File: config.mk
export PLATFORM = sky130hd
export DESIGN_NAME = sum_checked_frame_receiver_top_flat
export DESIGN_NICKNAME = d
export VERILOG_FILES = /design/src/sv/scfr_pkg.sv /design/src/sv/scfr_rx_if.sv /design/src/sv/scfr_cfg_if.sv /design/src/sv/scfr_res_if.sv /design/src/sv/scfr_decode.sv /design/src/sv/sum_checked_frame_receiver_top.sv /design/src/flat_wrapper.sv
export SDC_FILE = /design/constraint.sdc
export NUM_CORES = 1
export LEC_CHECK = 0
export ABC_AREA = 0
export BUFFER_PORTS_ARGS = -buffer_cell sky130_fd_sc_hd__buf_4
export CAP_MARGIN = 20
export CORE_UTILIZATION = 55
export DETAILED_ROUTE_END_ITERATION = 12
export GPL_TIMING_DRIVEN = 1
export PLACE_DENSITY = 0.75
export SETUP_SLACK_MARGIN = 0.02
export SLEW_MARGIN = 30
export SYNTH_ARGS = -nofsm -noshare
export SYNTH_HDL_FRONTEND = slang
export SYNTH_SLANG_ARGS = --single-unit
export TNS_END_PERCENT = 100
File: constraint.sdc
create_clock -name clk -period 9 [get_ports clk]
set_input_delay 1.8 -clock clk [delete_from_list [all_inputs] [get_ports clk]]
set_output_delay 1.8 -clock clk [all_outputs]
set_load 0.03 [all_outputs]
File: src/sv/scfr_pkg.sv
package scfr_pkg;

  // Frame constants
  localparam logic [7:0] HDR_BYTE   = 8'hAA;
  localparam logic [7:0] LEN_LIMIT  = 8'd250;
  localparam logic [7:0] FUNC_TRACK = 8'hF1;

  // Distance is scaled down by ten: x / 10 == (x * 52429) >> 19 for any 16-bit x
  localparam logic [15:0] DIST_RECIP = 16'd52429;
  localparam int          DIST_SHIFT = 19;
  localparam int          DIST_W     = 13;

  // Record selector codes carried in the first payload byte
  localparam logic [7:0] SEL_TURN   = 8'd0;
  localparam logic [7:0] SEL_X      = 8'd1;
  localparam logic [7:0] SEL_Y      = 8'd2;
  localparam logic [7:0] SEL_DIST   = 8'd3;
  localparam logic [7:0] SEL_NUMBER = 8'd4;
  localparam logic [7:0] SEL_MODE   = 8'd5;

  // Configuration register indexes
  localparam logic CFG_OWN_ADDR   = 1'b0;
  localparam logic CFG_BCAST_ADDR = 1'b1;

  // Frame bytes 4 to 7, kept by position
  typedef logic [3:0][7:0] window_t;

  // Decoded tracking record
  typedef struct packed {
    logic [7:0]        turn_direction;
    logic [7:0]        turn_angle;
    logic [7:0]        x_direction;
    logic [15:0]       x_offset;
    logic [7:0]        y_direction;
    logic [15:0]       y_offset;
    logic [DIST_W-1:0] distance_units;
    logic [7:0]        recognized_number;
    logic [7:0]        work_mode;
    logic [7:0]        update_count;
  } record_t;

endpackage

File: src/sv/scfr_rx_if.sv
interface scfr_rx_if;
  logic       valid;
  logic       ready;
  logic [7:0] rx_byte;

  modport source (output valid, output rx_byte, input ready);
  modport sink (input valid, input rx_byte, output ready);
endinterface

File: src/sv/scfr_cfg_if.sv
interface scfr_cfg_if;
  logic       valid;
  logic       ready;
  logic       index;
  logic [7:0] data;

  modport source (output valid, output index, output data, input ready);
  modport sink (input valid, input index, input data, output ready);
endinterface

File: src/sv/scfr_res_if.sv
interface scfr_res_if;
  logic                       valid;
  logic                       ready;
  logic                       frame_ok;
  logic [7:0]                 turn_direction;
  logic [7:0]                 turn_angle;
  logic [7:0]                 x_direction;
  logic [15:0]                x_offset;
  logic [7:0]                 y_direction;
  logic [15:0]                y_offset;
  logic [scfr_pkg::DIST_W-1:0] distance_units;
  logic [7:0]                 recognized_number;
  logic [7:0]                 work_mode;
  logic [7:0]                 update_count;

  modport source (
    output valid, output frame_ok, output turn_direction, output turn_angle,
    output x_direction, output x_offset, output y_direction, output y_offset,
    output distance_units, output recognized_number, output work_mode,
    output update_count, input ready
  );
  modport sink (
    input valid, input frame_ok, input turn_direction, input turn_angle,
    input x_direction, input x_offset, input y_direction, input y_offset,
    input distance_units, input recognized_number, input work_mode,
    input update_count, output ready
  );
endinterface

File: src/sv/scfr_decode.sv
module scfr_decode (
  input  scfr_pkg::window_t window,
  input  scfr_pkg::record_t record,
  output scfr_pkg::record_t record_next
);

  logic [15:0] dist_raw;
  logic [31:0] dist_prod;

  // Distance divided by ten through a reciprocal multiply
  assign dist_raw  = {window[1], window[2]};
  assign dist_prod = dist_raw * scfr_pkg::DIST_RECIP;

  // Update the record field chosen by the selector byte
  always_comb begin
    record_next = record;
    unique case (window[0])
      scfr_pkg::SEL_TURN: begin
        record_next.turn_direction = window[1];
        record_next.turn_angle     = window[2];
        record_next.update_count   = record.update_count + 8'd1;
      end
      scfr_pkg::SEL_X: begin
        record_next.x_direction  = window[1];
        record_next.x_offset     = {window[2], window[3]};
        record_next.update_count = record.update_count + 8'd1;
      end
      scfr_pkg::SEL_Y: begin
        record_next.y_direction  = window[1];
        record_next.y_offset     = {window[2], window[3]};
        record_next.update_count = record.update_count + 8'd1;
      end
      scfr_pkg::SEL_DIST: begin
        record_next.distance_units =
          dist_prod[scfr_pkg::DIST_SHIFT +: scfr_pkg::DIST_W];
        record_next.update_count   = record.update_count + 8'd1;
      end
      scfr_pkg::SEL_NUMBER: begin
        record_next.recognized_number = window[1];
      end
      scfr_pkg::SEL_MODE: begin
        record_next.work_mode = window[2];
      end
      default: begin
        record_next = record;
      end
    endcase
  end

endmodule

File: src/sv/sum_checked_frame_receiver_top.sv
// Channel | Role   | Word
// --------+--------+---------------------------------------------------------
// rx      | sink   | one received serial byte (rx_byte)
// cfg     | sink   | register write: index 0 own address, 1 broadcast address
// res     | source | frame_ok and the decoded record, one word per frame end
//
// One byte is taken every cycle while rx is not held off; each byte passes through
// the parser and the record decode combinationally, and the frame result is registered.
// A result appears the cycle after the last checksum byte is taken.
// Outside reset, rx is held off only while a result waits at res and is not being taken.
// Synchronous reset puts the parser in header hunt, clears the record and
// holds off both rx and cfg.
module sum_checked_frame_receiver_top (
  input logic         clk,
  input logic         rst,
  scfr_rx_if.sink     rx,
  scfr_cfg_if.sink    cfg,
  scfr_res_if.source  res
);

  typedef enum logic [6:0] {
    S_HUNT    = 7'b0000001,
    S_ADDR    = 7'b0000010,
    S_FUNC    = 7'b0000100,
    S_LEN     = 7'b0001000,
    S_PAYLOAD = 7'b0010000,
    S_SUM     = 7'b0100000,
    S_SUMSUM  = 7'b1000000
  } state_t;

  state_t            state, state_next;
  logic [7:0]        own_address, broadcast_address;
  logic [7:0]        bytes_remaining, bytes_remaining_next;
  logic [2:0]        payload_index, payload_index_next;
  logic [7:0]        running_sum, running_sum_next;
  logic [7:0]        running_sum_of_sums, running_sum_of_sums_next;
  logic [7:0]        function_id, function_id_next;
  logic              sum_matched, sum_matched_next;
  scfr_pkg::window_t window, window_next;
  scfr_pkg::record_t record, record_next, record_upd;
  logic              res_valid, frame_ok;
  logic              frame_ok_next, result_fire;
  logic              rx_take, keep_byte;
  logic [7:0]        b, sum_add, sos_add;

  // Input is stalled by reset or by a result waiting at the output
  assign rx.ready  = !rst && (!res_valid || res.ready);
  assign rx_take   = rx.valid && rx.ready;
  assign cfg.ready = !rst;
  assign b         = rx.rx_byte;

  assign sum_add = running_sum + b;
  assign sos_add = running_sum_of_sums + sum_add;

  // Frame parser: next state, checksums and window for the incoming word
  always_comb begin
    state_next               = state;
    bytes_remaining_next     = bytes_remaining;
    payload_index_next       = payload_index;
    running_sum_next         = running_sum;
    running_sum_of_sums_next = running_sum_of_sums;
    function_id_next         = function_id;
    sum_matched_next         = sum_matched;
    keep_byte                = 1'b0;
    frame_ok_next            = 1'b0;
    result_fire              = 1'b0;
    unique case (state)
      S_HUNT: begin
        if (b == scfr_pkg::HDR_BYTE) begin
          state_next               = S_ADDR;
          running_sum_next         = b;
          running_sum_of_sums_next = b;
        end
      end
      S_ADDR: begin
        if (b == own_address || b == broadcast_address) begin
          state_next               = S_FUNC;
          running_sum_next         = sum_add;
          running_sum_of_sums_next = sos_add;
        end else begin
          state_next = S_HUNT;
        end
      end
      S_FUNC: begin
        state_next               = S_LEN;
        function_id_next         = b;
        running_sum_next         = sum_add;
        running_sum_of_sums_next = sos_add;
      end
      S_LEN: begin
        if (b < scfr_pkg::LEN_LIMIT) begin
          state_next               = S_PAYLOAD;
          bytes_remaining_next     = b;
          payload_index_next       = 3'd0;
          running_sum_next         = sum_add;
          running_sum_of_sums_next = sos_add;
        end else begin
          state_next = S_HUNT;
        end
      end
      S_PAYLOAD: begin
        if (bytes_remaining != 8'd0) begin
          bytes_remaining_next     = bytes_remaining - 8'd1;
          keep_byte                = 1'b1;
          running_sum_next         = sum_add;
          running_sum_of_sums_next = sos_add;
          if (bytes_remaining == 8'd1) begin
            state_next = S_SUM;
          end
        end else begin
          // A zero-length frame drops this byte
          state_next = S_HUNT;
        end
      end
      S_SUM: begin
        state_next       = S_SUMSUM;
        sum_matched_next = (b == running_sum);
        keep_byte        = 1'b1;
      end
      S_SUMSUM: begin
        state_next    = S_HUNT;
        keep_byte     = 1'b1;
        frame_ok_next = sum_matched && (b == running_sum_of_sums);
        result_fire   = 1'b1;
      end
      default: begin
        state_next = S_HUNT;
      end
    endcase

    // Window keeps frame bytes 4 to 7; the index saturates once past them
    window_next = window;
    if (keep_byte && !payload_index[2]) begin
      window_next[payload_index[1:0]] = b;
    end
    if (keep_byte && !payload_index[2]) begin
      payload_index_next = payload_index + 3'd1;
    end
  end

  scfr_decode u_decode (
    .window      (window_next),
    .record      (record),
    .record_next (record_upd)
  );

  // Only a good tracking frame touches the record
  always_comb begin
    record_next = record;
    if (result_fire && frame_ok_next && function_id == scfr_pkg::FUNC_TRACK) begin
      record_next = record_upd;
    end
  end

  // Configuration registers
  always_ff @(posedge clk) begin
    if (rst) begin
      own_address       <= 8'd0;
      broadcast_address <= 8'd255;
    end else if (cfg.valid && cfg.ready) begin
      unique case (cfg.index)
        scfr_pkg::CFG_OWN_ADDR:   own_address       <= cfg.data;
        scfr_pkg::CFG_BCAST_ADDR: broadcast_address <= cfg.data;
        default:                  own_address       <= own_address;
      endcase
    end
  end

  // Parser state, window and record
  always_ff @(posedge clk) begin
    if (rst) begin
      state               <= S_HUNT;
      bytes_remaining     <= 8'd0;
      payload_index       <= 3'd0;
      running_sum         <= 8'd0;
      running_sum_of_sums <= 8'd0;
      function_id         <= 8'd0;
      sum_matched         <= 1'b0;
      window              <= '0;
      record              <= '0;
    end else if (rx_take) begin
      state               <= state_next;
      bytes_remaining     <= bytes_remaining_next;
      payload_index       <= payload_index_next;
      running_sum         <= running_sum_next;
      running_sum_of_sums <= running_sum_of_sums_next;
      function_id         <= function_id_next;
      sum_matched         <= sum_matched_next;
      window              <= window_next;
      record              <= record_next;
    end
  end

  // Result register; the record only changes when a new result is loaded
  always_ff @(posedge clk) begin
    if (rst) begin
      res_valid <= 1'b0;
    end else if (rx_take && result_fire) begin
      res_valid <= 1'b1;
    end else if (res.ready) begin
      res_valid <= 1'b0;
    end
  end

  always_ff @(posedge clk) begin
    if (rx_take && result_fire) begin
      frame_ok <= frame_ok_next;
    end
  end

  assign res.valid             = res_valid;
  assign res.frame_ok          = frame_ok;
  assign res.turn_direction    = record.turn_direction;
  assign res.turn_angle        = record.turn_angle;
  assign res.x_direction       = record.x_direction;
  assign res.x_offset          = record.x_offset;
  assign res.y_direction       = record.y_direction;
  assign res.y_offset          = record.y_offset;
  assign res.distance_units    = record.distance_units;
  assign res.recognized_number = record.recognized_number;
  assign res.work_mode         = record.work_mode;
  assign res.update_count      = record.update_count;

endmodule

File: src/flat_wrapper.sv
// flat-port wrapper written by rule: the top's interface ports become plain ports
module sum_checked_frame_receiver_top_flat 
  (clk, rst, rx_valid, rx_rx_byte, rx_ready, cfg_valid, cfg_index, cfg_data, cfg_ready, res_valid, res_frame_ok, res_turn_direction, res_turn_angle, res_x_direction, res_x_offset, res_y_direction, res_y_offset, res_distance_units, res_recognized_number, res_work_mode, res_update_count, res_ready);
  scfr_rx_if rx_i ();
  scfr_cfg_if cfg_i ();
  scfr_res_if res_i ();
  input logic clk;
  input logic rst;
  input wire logic [$bits(rx_i.valid)-1:0] rx_valid;
  input wire logic [$bits(rx_i.rx_byte)-1:0] rx_rx_byte;
  output wire logic [$bits(rx_i.ready)-1:0] rx_ready;
  input wire logic [$bits(cfg_i.valid)-1:0] cfg_valid;
  input wire logic [$bits(cfg_i.index)-1:0] cfg_index;
  input wire logic [$bits(cfg_i.data)-1:0] cfg_data;
  output wire logic [$bits(cfg_i.ready)-1:0] cfg_ready;
  output wire logic [$bits(res_i.valid)-1:0] res_valid;
  output wire logic [$bits(res_i.frame_ok)-1:0] res_frame_ok;
  output wire logic [$bits(res_i.turn_direction)-1:0] res_turn_direction;
  output wire logic [$bits(res_i.turn_angle)-1:0] res_turn_angle;
  output wire logic [$bits(res_i.x_direction)-1:0] res_x_direction;
  output wire logic [$bits(res_i.x_offset)-1:0] res_x_offset;
  output wire logic [$bits(res_i.y_direction)-1:0] res_y_direction;
  output wire logic [$bits(res_i.y_offset)-1:0] res_y_offset;
  output wire logic [$bits(res_i.distance_units)-1:0] res_distance_units;
  output wire logic [$bits(res_i.recognized_number)-1:0] res_recognized_number;
  output wire logic [$bits(res_i.work_mode)-1:0] res_work_mode;
  output wire logic [$bits(res_i.update_count)-1:0] res_update_count;
  input wire logic [$bits(res_i.ready)-1:0] res_ready;
  assign rx_i.valid = rx_valid;
  assign rx_i.rx_byte = rx_rx_byte;
  assign rx_ready = rx_i.ready;
  assign cfg_i.valid = cfg_valid;
  assign cfg_i.index = cfg_index;
  assign cfg_i.data = cfg_data;
  assign cfg_ready = cfg_i.ready;
  assign res_valid = res_i.valid;
  assign res_frame_ok = res_i.frame_ok;
  assign res_turn_direction = res_i.turn_direction;
  assign res_turn_angle = res_i.turn_angle;
  assign res_x_direction = res_i.x_direction;
  assign res_x_offset = res_i.x_offset;
  assign res_y_direction = res_i.y_direction;
  assign res_y_offset = res_i.y_offset;
  assign res_distance_units = res_i.distance_units;
  assign res_recognized_number = res_i.recognized_number;
  assign res_work_mode = res_i.work_mode;
  assign res_update_count = res_i.update_count;
  assign res_i.ready = res_ready;
  sum_checked_frame_receiver_top u_core (.clk(clk), .rst(rst), .rx(rx_i), .cfg(cfg_i), .res(res_i));
endmodule
==> flow_summary.toml, run 1 <==
[status]
status = "finished clean"

[worst_hold_path]
hold-path-cell-count = 2
hp-class = "reg -> reg"

[floorplan]
std_cell_rows = 56
die_height_um = 158
pin_count = 127
die_x_um = 158
start_util_pct = 56.6
dieArea_sq_um = 25100
core_sq_um = 23800

[critical_path]
crit_path_end_kind = "flop"
required_ns = 9.40
r2r-start = "u_core.state[4]"
worst-path-max-fanout = 18
r2r_cells = 25
cp-startpoint = "u_core.state[4]"
rrSetupSlack_ns = 0.64
endpoint = "u_core.res.distance_units[10]"
crit-reg2reg-capture = "u_core.res.distance_units[10]"
worstSetupPathType = "reg -> reg"
arrival_ns = 8.76
critPathLaunchType = "flop"

[route]
viasPerCell = 5.57
dr_total_vias = 11114
routedWlPerCell_um = 17.0
ant_nets = 0
drtPass1Iterations = 5
wirelength_um = 33900
drc = 0
drt_iter0_drc = 925

[sta]
layout_setup_ws_ns = 0.640
fin_crit_ns = 8.36
drv_slew = 0
rsz0062_at_grt = "no"
fin_crit_sh_pct = 92.9
fmax_ghz = 0.120
skew_ns = 0.0177
relSlewSlack_pct = 37.0
worst_pin_slew_ns = 0.941
finalHoldViolCount = 0
setup_tns_ns = 0
setup_viol = 0

[power]
p_switching_mw = 0.458
p_leak_nw = 7.65
p_per_area_nw_per_um2 = 113
power_frac_seq_pct = 50.2
power.internal_mw = 1.27
netSwitchingFraction_pct = 26.6
comb_power_share_pct = 4.4
peakVddDrop_mv = 0.120
p_clk_share_pct = 45.4

[placement]
dpl_worst_slack_ns = 0.680
dpl_cell_area_sq_um = 14600
place_hpwl_um = 25400
port_buffers = 126
gp_congestion = 0.956

[yosys]
synthDistinctLibCells = 77
synthArstFlopShare_pct = 0
syn_area_sq_um = 13400
yosysTopAreaCell = "dfxtp_1"
synthFlopType = "dfxtp_1"
syn_area_per_cell_sq_um = 8.55
yosys_warnings = 0
synth-edff-count = 1
syn_inst = 1573
yosysSeqAreaShare_pct = 29.0
synth_top_area_share_pct = 28.7
syn-num-nets = 1824
ys_ff_latch = 194
synth_area_leaders = "dfxtp_1 29%, ha_1 14%, fa_1 12%, nand2_1 6.4%, inv_1 5.1%"

[cells_and_area]
utilization_pct = 64.1
antennaDiodeCount = 0
drive_gt1_share_pct = 12.6
finalInstanceArea_sq_um = 15200
syn2layout_area_growth_pct = 13.2
final_net_count = 1915

[cts]
tritoncts = "yes"
post_cts_resized = 0
clockBufferDepth = 2
htreeDepth = 4
cts_hold_buf = 0
cts-root-buf = "clkbuf_16"
cts_buffers = 17
clkTransAtPathRegs_ns = 0.08
cts.sinks = 194
postCtsSetupBuffers = 0
clk_latency_ns = 0.45

[global_routing]
grt_pass1_vias = 10637
grt.total_usage_pct = 27.9
top_usage_layer = "met2"
antenna_found_initial = 0
grt_util_met1_pct = 36.7
grt_overflow = 0
use_met2_pct = 46.8
grt_max_degree = 73
gr-usage-met3_pct = 4.30
grt_pass1_wl_um = 54200

[flow_run]
maxCapViolCount = 0
[flip-flops by register name, indices dropped and copies added (netlist names), 13 cells and up]
register	flops
u_core.res.x_offset	16
u_core.res.y_offset	16
u_core.window	32
u_core.res.distance_units	13
[cell usage in the layout, fill, tap and decap left out, types with 4 or more instances in the layout]
master and instances:
a311oi_1 9, mux2i_1 53, nor3_1 17, and2_1 8
clkbuf_16 17, mux2_2 4, a211oi_1 5, and3_1 7
o211ai_1 5, a21oi_1 89, nand3b_1 4, nor3b_1 4
fa_1 80, xnor2_1 36, a21oi_2 9, nor2b_1 4
buf_4 143, nand4_1 13, a21o_1 20, o21ai_0 58
nor4_1 11, o21ai_1 9, dfxtp_1 193, nand2b_1 8
nand3_1 62, inv_8 4, nand2_1 229, ha_1 149
a22oi_1 4, or3_1 9, nor2_1 130, o21ai_2 4
clkinv_8 5, inv_1 181, xor2_1 27
[power by group through the flow]
stage	sequential, mW	clock, mW	combinational, mW
2_1_floorplan	0.885	0	0.0518
3_5_place_dp	0.886	0	0.0753
5_1_grt	0.866	0.827	0.0831
4_1_cts	0.866	0.790	0.0754
3_3_place_gp	0.886	0	0.0740
6_report	0.866	0.782	0.0766
[synth_stat cells (5+ instances only)]
| master | count |
|---|---|
| nor3_1 | 17 |
| nor2_1 | 131 |
| mux2i_1 | 53 |
| or3_1 | 9 |
| o211ai_1 | 5 |
| and2_1 | 8 |
| inv_1 | 181 |
| o21ai_1 | 8 |
| a21oi_2 | 9 |
| nand2b_1 | 8 |
| a21oi_1 | 89 |
| fa_1 | 80 |
| clkbuf_1 | 55 |
| nor4_1 | 11 |
| nand3_1 | 62 |
| xor2_1 | 27 |
| o21ai_0 | 59 |
| buf_2 | 6 |
| a21o_1 | 20 |
| a211oi_1 | 5 |
| ha_1 | 149 |
| buf_6 | 7 |
| and3_1 | 7 |
| xnor2_1 | 36 |
| a311oi_1 | 9 |
| dfxtp_1 | 193 |
| nand4_1 | 13 |
| nand2_1 | 230 |
[cells by family after synthesis]
logic type,Yosys count,share of synthesized area (%)
flip-flops,194,29.0
XOR/XNOR,63,4.10
AND/OR/NAND/NOR,531,18.0
multiplexers,57,4.28
AO/OA/AOI/OAI,245,11.3
adder cells (fa/ha/maj),229,25.8
buffers and inverters,254,7.56
[routing by layer]
layer	share of wire [%]	up-vias	wire length, um
met1	44	5359	14900
met4	2.3	0	771
li1	-	5405	-
met3	5.2	55	1760
met5	0	-	0
met2	48	295	16400
[critical path, cell delays in order (launching register included)]
cell and delay [ns]:
dfxtp_1 0.44, or3b_2 0.51, a31oi_2 0.28, o21a_1 0.32, nand2_1 0.46, mux2_2 0.55
ha_1 0.39, inv_1 0.08, fa_1 0.51, inv_1 0.06, fa_1 0.53, fa_1 0.52
fa_1 0.55, inv_1 0.05, fa_1 0.53, inv_1 0.05, ha_1 0.33, and4_1 0.30
and4_1 0.30, and2_1 0.22, and3_1 0.17, o211ai_1 0.13, a21oi_1 0.30, o21ai_1 0.15
a2111oi_0 0.41, a311o_1 0.16
[area by class of cell]
class,count,area (sq um)
clock buffer,17,425
clock inverter,15,185
tap,319,399
inverter,182,684
sequential,194,3890
fill,2032,8540
timing repair buffer,144,1080
multi-input combinational,1125,8550
[worst min-delay path by stage]
| stage | startpoint | to | slack, ns |
|---|---|---|---|
| floorplan | u_core.window[10] | u_core.window[10] | 0.43 |
| global placement | u_core.window[10] | u_core.window[10] | 0.44 |
| detailed placement | u_core.res.y_direction[7] | u_core.res.y_direction[7] | 0.45 |
| CTS | u_core.res.y_offset[4] | u_core.res.y_offset[4] | 0.46 |
| global route | u_core.window[9] | u_core.window[9] | 0.47 |
| finish | u_core.res.y_offset[4] | u_core.res.y_offset[4] | 0.45 |
[metrics by stage]
step / total power [mW] / hold WS, ns / std cells
after CTS: 1.73 / 0.456 / 1996
after global routing: 1.78 / 0.467 / 1996
after detailed placement: 0.961 / 0.446 / 1964
after global placement: 0.960 / 0.440 / 1962
final: 1.72 / 0.453 / 1996
after floorplan: 0.937 / 0.431 / 1573
Note: power is estimated with default switching activity, not from simulation.
==> inputs of run 2 (changes only) <==
CORE_UTILIZATION = 35   (was 55)
GPL_TIMING_DRIVEN = default   (was 1)
PLACE_DENSITY = 0.51   (was 0.75)
==> run 2 against run 1 <==
Compared with the run above: first-iteration DRC count is 46% lower; register-to-register slack better by 0.08 ns; maximum frequency is 0.94% higher; non-clock buffer count is 3 higher; clock power is 2% lower; worst setup slack better by 0.078 ns; sequential share of layout area is 0.39 points lower; clock skew is 0.0012 ns higher; core utilization is 23 points lower; critical path type unchanged; critical endpoint unchanged; largest cell class unchanged; largest power group unchanged; highest routed layer unchanged.
==> flow_summary.toml, run 2 (synthesized netlist as in run 1, its figures left out) <==
[critical_path]
arrival_ns = 8.68
worstSetupPathType = "reg -> reg"
slowest_delay_ns = 0.57
critPathLaunchType = "flop"
required_ns = 9.40
cpMaxStageDelayCell = "mux2_2"
crit_path_frequent_cell = "fa_1"
crit_path_end_kind = "flop"
worst-path-max-fanout = 18

[sta]
rsz0062_at_grt = "no"
finalHoldViolCount = 0
skew_ns = 0.0189
setup_viol = 0
fin_crit_sh_pct = 92.0
fin_crit_ns = 8.28
drv_slew = 0
relSlewSlack_pct = 36.6
setup_tns_ns = 0
fmax_ghz = 0.121
worst_pin_slew_ns = 0.947
timing.hold.ws_ns = 0.456

[cts]
cts-root-buf = "clkbuf_16"
cts_hold_buf = 0
cts.sinks = 194
tritoncts = "yes"
htreeDepth = 4
clockBufferDepth = 2
post_cts_resized = 0
clkTransAtPathRegs_ns = 0.07
cts_buffers = 17
postCtsSetupBuffers = 0
clk_latency_ns = 0.47

[global_routing]
grt_pass1_vias = 10684
antenna_found_initial = 0
grt_max_degree = 91
grt_overflow = 0
grt_pass1_wl_um = 59300
grt.total_usage_pct = 19.8

[route]
wirelength_um = 37500
viasPerCell = 4.95
drtPass1Iterations = 5
ant_nets = 0
dr_total_vias = 10837
drc = 0
drt_iter0_drc = 504
routedWlPerCell_um = 17.1

[power]
p_leak_nw = 7.66
p_per_area_nw_per_um2 = 111
peakVddDrop_mv = 0.135

[cells_and_area]
layout_commonest_cell = "nand2_1"
drive_gt1_share_pct = 13.0
mostFrequentLayoutCells = "228 x nand2_1, 193 x dfxtp_1, 181 x inv_1, 149 x ha_1, 146 x buf_4"
syn2layout_area_growth_pct = 14.9
antennaDiodeCount = 0
n_fill_cell = 3829
largest_register = "u_core.window"
final_net_count = 1918
largest_reg_flops = 32

[placement]
place_hpwl_um = 28400
gp_congestion = 0.892
port_buffers = 126

[status]
status = "finished clean"

[floorplan]
die_x_um = 198
core_sq_um = 37800
start_util_pct = 35.6
dieArea_sq_um = 39200
std_cell_rows = 71
pin_count = 127
die_height_um = 198

[worst_hold_path]
hp-class = "reg -> reg"

[flow_run]
maxCapViolCount = 0
## run 2: area by class of cell
cell class,count,area (sq um),area share (%)
clock buffers,18,439,2.84
clock inverters,14,133,0.858
inverters,182,683,4.42
multi-input cells,1125,8550,55.4
flip-flops and latches,194,3890,25.2
well taps,511,639,4.14
repair buffers,147,1110,7.17
## run 2: power by group
group | total, mW | switching (mW) | internal [mW]
logic | 0.0766 | 0.0522 | 0.0244
clock network | 0.767 | 0.391 | 0.377
registers | 0.866 | 0.00365 | 0.862
total | 1.71 | 0.447 | 1.26
## run 2: per-layer routing
layer	track usage, %	vias to the layer above	wire length [um]
met2	32.9	168	17900
met5	0	-	0
met1	26.1	5222	17700
met3	3.27	38	1210
met4	6.00	0	720
li1	-	5409	-
## run 2: metrics by stage
stage          std cells  instance area (sq um)  setup slack (ns)  power [mW]  utilization, %
2_1_floorplan       1573                  13400              1.11       0.937               -
3_3_place_gp        2159                  14900             0.916       0.962            39.4
3_5_place_dp        2159                  14900             0.760       0.963            39.4
4_1_cts             2191                  15400             0.748        1.73            40.9
5_1_grt             2191                  15400             0.273        1.78            40.9
6_report            2191                  15400             0.718        1.71            40.9
## run 2: worst paths after layout
check,to,cells after the start,start,slack (ns)
hold / removal,u_core.res.y_direction[2],2,u_core.res.y_direction[2],0.46
setup reg to reg,u_core.res.distance_units[10],25,u_core.state[4],0.72
hold reg to reg,u_core.res.y_direction[2],2,u_core.res.y_direction[2],0.46
setup / recovery,u_core.res.distance_units[10],25,u_core.state[4],0.72
## run 2: critical path: cells and delay by family, from the launching register on
family,cells,cell delay (ns)
adders and majority gates,7,3.34
and+or+nand+nor,6,1.90
AOI/OAI and AO/OA,7,1.74
muxes,1,0.57
DFF,1,0.44
buffers and inverters,4,0.24
